==> src/sv/shuffle_bag_dealer_unit_assert.svh <==
// ----------------------------------------------------------------------------
// Shuffle bag dealer assertion macros
// Short forms for the concurrent checks at the end of the top level.
// ----------------------------------------------------------------------------
`ifndef SHUFFLE_BAG_DEALER_UNIT_ASSERT_SVH
`define SHUFFLE_BAG_DEALER_UNIT_ASSERT_SVH

// Same-cycle implication, sampled on clk, off during rst
`define SBD_ASSERT_NOW(lbl, ante, cons, msg) \
  lbl: assert property (@(posedge clk) disable iff (rst) (ante) |-> (cons)) else $error(msg);

// Next-cycle implication, sampled on clk, off during rst
`define SBD_ASSERT_NEXT(lbl, ante, cons, msg) \
  lbl: assert property (@(posedge clk) disable iff (rst) (ante) |=> (cons)) else $error(msg);

`endif

==> src/sv/sbd_pkg.sv <==
// ----------------------------------------------------------------------------
// sbd_pkg
// Shared types and constants of the shuffle bag dealer.
// ----------------------------------------------------------------------------
package sbd_pkg;

  // Default bag depth and the widths derived from it
  localparam int MAX_ENTRIES_DEF = 512;
  localparam int POS_W_DEF       = $clog2(MAX_ENTRIES_DEF + 1);

  // Fixed field widths
  localparam int CFG_W   = 10;
  localparam int RAND_W  = 32;
  localparam int INDEX_W = 9;
  localparam int STEP_W  = $clog2(RAND_W);

  // Sequencer states
  typedef enum logic [3:0] {
    S_IDLE,
    S_FILL,
    S_DSTART,
    S_DIV,
    S_RDK,
    S_RDJ,
    S_WRK,
    S_WRJ,
    S_RDL,
    S_WRL,
    S_WRL2,
    S_DONE
  } state_t;

  // Status of the remainder unit
  typedef struct packed {
    logic busy;
    logic done;
  } div_stat_t;

endpackage

==> src/sv/sbd_mod_unit.sv <==
// ----------------------------------------------------------------------------
// sbd_mod_unit
// Iterative remainder unit: one restoring step per cycle over the 32-bit
// random word, giving random_word mod divisor.
// ----------------------------------------------------------------------------
module sbd_mod_unit
  import sbd_pkg::*;
#(
  parameter int DIVISOR_W = POS_W_DEF
) (
  input  logic                 clk,
  input  logic                 rst,
  input  logic                 start,
  input  logic [RAND_W-1:0]    dividend,
  input  logic [DIVISOR_W-1:0] divisor,
  output div_stat_t            stat,
  output logic [DIVISOR_W-1:0] remainder
);

  logic [RAND_W-1:0]    dvd;
  logic [DIVISOR_W-1:0] dsr;
  logic [DIVISOR_W-1:0] rem;
  logic [STEP_W-1:0]    step;
  logic                 busy;
  logic                 done;
  logic [DIVISOR_W:0]   trial;
  logic [DIVISOR_W:0]   diff;
  logic                 fits;

  // Shift in the next dividend bit and try the subtraction
  always_comb begin
    trial = {rem, dvd[RAND_W-1]};
    diff  = trial - {1'b0, dsr};
    fits  = (trial >= {1'b0, dsr});
  end

  // Control: busy over the steps, one-cycle done pulse after the last
  always_ff @(posedge clk) begin
    if (rst) begin
      busy <= 1'b0;
      done <= 1'b0;
      step <= '0;
    end else begin
      done <= 1'b0;
      if (start) begin
        busy <= 1'b1;
        step <= STEP_W'(RAND_W - 1);
      end else if (busy) begin
        step <= step - 1'b1;
        if (step == '0) begin
          busy <= 1'b0;
          done <= 1'b1;
        end
      end
    end
  end

  // Datapath: load operands, then advance one bit per cycle
  always_ff @(posedge clk) begin
    if (start) begin
      dvd <= dividend;
      dsr <= divisor;
      rem <= '0;
    end else if (busy) begin
      dvd <= dvd << 1;
      rem <= fits ? diff[DIVISOR_W-1:0] : trial[DIVISOR_W-1:0];
    end
  end

  assign stat      = '{busy: busy, done: done};
  assign remainder = rem;

endmodule

==> config.mk <==
export PLATFORM = sky130hd
export DESIGN_NAME = sbd_mod_unit
export DESIGN_NICKNAME = d
export VERILOG_FILES = /design/src/sv/shuffle_bag_dealer_unit_assert.svh /design/src/sv/sbd_pkg.sv /design/src/sv/sbd_mod_unit.sv
export SDC_FILE = /design/constraint.sdc
export NUM_CORES = 1
export LEC_CHECK = 0
export ABC_AREA = 1
export BUFFER_PORTS_ARGS = -buffer_cell sky130_fd_sc_hd__buf_4
export CAP_MARGIN = 40
export CORE_ASPECT_RATIO = 2
export CORE_MARGIN = 5
export CORE_UTILIZATION = 62
export CTS_BUF_LIST = sky130_fd_sc_hd__clkbuf_8
export CTS_CLUSTER_DIAMETER = 50
export DETAILED_ROUTE_END_ITERATION = 8
export PLACE_DENSITY = 0.89
export SYNTH_ARGS = -nofsm -noshare
export SYNTH_HDL_FRONTEND = slang
export SYNTH_SLANG_ARGS = --single-unit
==> constraint.sdc <==
create_clock -name clk -period 3.55 [get_ports clk]
set_clock_uncertainty 0.1 [all_clocks]
set_input_delay 0.1775 -clock clk [delete_from_list [all_inputs] [get_ports clk]]
set_output_delay 0.1775 -clock clk [all_outputs]
set_load 0.03 [all_outputs]
# After elaboration in Yosys (flattened, before gate mapping)
# Cells that the tools add are included.
[op_classes]
add_sub_neg = 2
order_cmp = 1
mux = 9
n_bitwise = 1
reduce_logical = 3
[ops]
columns = ["operator", "count"]
rows = [
  ["$mux 32", 2],
  ["$ge 11x10->1", 1],
  ["$mux 10", 1],
  ["$mux 5", 2],
  ["$sub 10x10->10", 1],
  ["$logic_not 5->1", 1],
  ["$sub 5x1->5 const B", 1],
  ["$mux 1", 4],
  ["$reduce_or 3->1", 1],
  ["$reduce_bool 2->1", 1],
  ["$not 1->1", 1],
]
[word_totals]
register_bits = 59
output_inout_bits = 12
elab_cells = 22

# Logic depth before layout (Yosys ltp)
[logic_depth]
word_depth = 4
mapped_depth = 12

# Worst setup path before layout
# Ideal clock, no wire load.
[synth_path]
kind = "flip-flop to flip-flop"
from = "register rem[7] (netlist: remainder[7])"
to = "register rem[5] (netlist: remainder[5])"
setup_ns = 0.113
arrival_ns = 1.612
required_time_ns = 3.337
setup_slack_ns = 1.725
stages_incl_launch_ff = 12
path_cell_list = "dfxtp_1 ha_1 nand2_1 inv_2 nand2_1 inv_1 nand2_2 and2_4 buf_6 nand4_1 nand3_1 nand2_1"
[synth_via]
elab_chain_len = 2
[synth_lines]
columns = ["item", "line", "text"]
rows = [
  ["from (decl)", "sbd_mod_unit.sv:22", "logic [DIVISOR_W-1:0] rem;"],
  ["from (signal assigned)", "sbd_mod_unit.sv:66", "rem <= fits ? diff[DIVISOR_W-1:0] : trial[DIVISOR_W-1:0];"],
  ["$ge 11x10->1", "sbd_mod_unit.sv:34", "fits = (trial >= {1'b0, dsr});"],
  ["$mux 10", "sbd_mod_unit.sv:66", ""],
]
# Every way passes these cells.
# A chain may end at the register's enable or synchronous reset.

# Worst setup path after layout
[layout_path]
from = "register rem[5] (netlist: remainder[5])"
to = "register rem[2] (netlist: remainder[2])"
# Same word-level chain as after synthesis.

==> summary.md <==
| Metric | Value |
|---|---|
| Total CTS buffers | `9` |
| End of the worst register-to-register path | `remainder[2]` |
| Crit-path slowest cell | `ha_1` |
| Worst r2r path cells | `8` |
| Initial core utilization | `63.55%` |
| Yosys reg bits | `59` |
| Hold Buf Count CTS | `15` |
| Setup_tns | `0 ns` |
| EDFF count, synth | `42` |
| Via count | `2680` |
| CORE AREA | `4865 um^2` |
| Minimum clock period | `2.225 ns` |
| Worst relative slew slack | `42.72%` |
| CP Launch Type | `register` |
| Most used flip-flop cell after synthesis | `edfxtp_1` |
| Top cells by area, synth | `edfxtp_1, nand2_1, dfxtp_1, inv_1, ha_1` |
| # diodes | `0` |
| Die Span Y | `109.9 um` |
| DR DRC count | `0` |
| Share of the synthesized area in the top cell type | `40.79%` |
| Drt via density | `5.317` |
| TritonRoute pass-1 iters | `4` |
| Worst-Skew Late Latency | `0.34 ns` |
| # placed instances | `473` |
| Global-route wire length before repair | `12160 um` |
| Max-slew violation count | `0` |
| CP Class | `register to register` |
| Non-filler instance count after layout | `504` |
| CTS resizes | `0` |
| Post-synth ARST share | `0%` |
| Outcome | `finished, final reports clean` |
| CP cell instances | `ha_1 > nand2_1 > nor2_1 > nand3_1 > nand4_2 > nand2_1 > nand3_1 > nand2_1` |
| Detailed placement HPWL | `4860 um` |
| Largest net degree at the start of global routing | `49` |
| H-tree Lvls | `3` |
| Num ports | `57` |
| Root Buffer Master | `clkbuf_8` |
| Leak | `1.947 nW` |
| Sequential share of the synthesized area | `51.80%` |
| Commonest cells in the netlist | `nand2_1, inv_1, edfxtp_1` |
| Number of max-cap violations | `0` |
| Worst Tran Pin Value | `0.8561 ns` |
| Yosys cell types | `30` |
| Die X-Extent | `59.94 um` |
| Worst Path Buf+Inv | `0` |
| GRT Total Usage | `25.04%` |
| CP endpoint kind | `register` |
| # port buffers | `56` |
| Mean post-synth cell area | `8.311 um^2` |
| # nets final | `500` |
| Most common cell in the synthesized netlist | `nand2_1` |
| Syn Nets | `430` |
| Main combinational cell family by area after synthesis | `simple AND/OR/NAND/NOR gates` |
| Adder-cell area share of the yosys netlist | `5.504%` |
| Hold EP | `dvd[24]` |
| Post-synthesis compound-gate area fraction | `2.671%` |
| Final setup viols | `0` |
| # rows | `36` |
| Worst reg2reg startpoint | `remainder[5]` |
| HP Class | `primary input to register` |
| Arrival time at the worst endpoint | `2.36 ns` |
| Fin crit share | `62.68%` |
| TritonCTS Sinks | `59` |
| Critical path required time | `3.69 ns` |
| Simple-Gate Fraction of Synth Area | `30.11%` |
| Share of cells above drive strength 1 | `19.69%` |
| Worst Hold Path Cells | `3` |
| Die area | `6585 um^2` |
| Fin. Hold Viols | `0` |
| Xor/xnor share of the synthesized area | `0.8499%` |
| CTS tree | `built` |
| ANT nets after route | `0` |
| Routed Wire Length | `7198 um` |
| Cell mode on critical path | `nand2_1` |
| Worst-path clk slew | `0.07 ns` |
| CP top delay family | `simple AND/OR/NAND/NOR gates` |
| Initial antenna violation count | `0` |
| Final GP Congestion | `0.9135` |
| Post CTS Setup Buffer Count | `0` |
| Area leader, netlist | `edfxtp_1` |
| Max Fclk | `449.4 MHz` |
| Min-Delay Startpoint | `dividend[24]` |
| Post-synthesis mux area share | `0%` |
| Max incr delay on CP | `0.39 ns` |
| Reg2reg setup slack | `1.32 ns` |
| Worst vdd ir | `404.5 uV` |
| Max FO, Critical Path | `11` |
| Area Growth Syn to Fin | `24.00%` |
| Drt initial violations | `103` |
| Vias in the first global route | `2819` |
| Clock Tree Buf Depth | `2` |
| PwrDens | `416.2 nW/um^2` |
| Grt ovf | `0` |
| Drt wl/cell | `14.28 um` |
| Post-Syn Area | `3092 um^2` |
| Ys Warns | `0` |
| Mapped Cells | `372` |
| RSZ-0062 raised after global routing | `no` |
## layout make-up
cell class | count | area (um^2)
clock inverter | 5 | 22.52
fill | 310 | 1031
sequential | 59 | 1602
inverter | 51 | 191.4
timing repair buffer | 73 | 585.6
multi-input combinational | 248 | 1210
clock buffer | 11 | 151.4
tap | 57 | 71.32
## worst max-delay path by stage
stage / from / endpoint / slack (ns) / depth (start not counted)
after detailed placement: remainder[6] / remainder[8] / 1.36 / 8
final: remainder[5] / remainder[2] / 1.32 / 8
after floorplan: remainder[7] / remainder[5] / 1.72 / 11
after global routing: remainder[5] / remainder[6] / 1.11 / 8
after global placement: remainder[6] / remainder[2] / 1.41 / 8
after CTS: remainder[5] / remainder[8] / 1.35 / 8
## cells by family after synthesis
| kind of cell | after synthesis |
|---|---|
| buffers and inverters | 65 |
| flip-flops | 59 |
| adder cells (fa/ha/maj) | 13 |
| AND/OR/NAND/NOR | 219 |
| XOR/XNOR | 3 |
| AO/OA/AOI/OAI | 13 |
## cell usage in the layout, fill, tap and decap left out, drive strengths merged
| cell | n |
|---|---|
| nor2 | 10 |
| o31ai | 1 |
| clkinv | 3 |
| buf | 58 |
| a31oi | 2 |
| o211ai | 1 |
| inv | 53 |
| or2 | 2 |
| and2 | 1 |
| a221oi | 1 |
| xnor2 | 3 |
| dfxtp | 17 |
| dlygate4sd3 | 15 |
| edfxtp | 42 |
| o21ai | 1 |
| a21oi | 6 |
| o21a | 1 |
| nand4 | 14 |
| nor4 | 1 |
| fa | 1 |
| nand2 | 163 |
| clkbuf | 11 |
| nand3 | 28 |
| ha | 12 |
## metrics by stage
stage	instance area, um^2	util, %	power [mW]	hold slack, ns	setup WS (ns)
finish	3834	78.81	1.596	0.01525	1.325
global route	3834	78.81	1.666	0.01272	1.110
CTS	3834	78.81	1.592	0.00006400	1.349
detailed placement	3510	72.15	1.053	0.2571	1.357
global placement	3510	72.15	1.044	0.2552	1.409
floorplan	3092	-	0.9717	0.1469	1.725
## where the power goes
group / switching (mW) / internal, mW / total (mW)
Clock: 0.253 / 0.282 / 0.536
Combinational: 0.134 / 0.0987 / 0.233
Sequential: 0.0213 / 0.806 / 0.827
Total: 0.409 / 1.19 / 1.60
## flip-flops by register name, indices dropped and copies added, names as in the netlist
name,flops
dsr,10
dvd,32
remainder,10
step,5
busy,1
done,1
## tightest hold or removal path, cell delays in order
cell	delay (ns)
buf_4	0.08
nand2_1	0.04
nand2_1	0.05
## layer usage
layer / vias up / part of all wire [%] / global-route usage [%]
met3: 33 / 5.0 / 5.993
met4: 0 / 5.2 / 16.96
met1: 1224 / 33 / 24.25
met2: 95 / 57 / 44.50
li1: 1328 / - / -
met5: - / 0 / 0
Note: power is estimated with default switching activity, not from simulation.
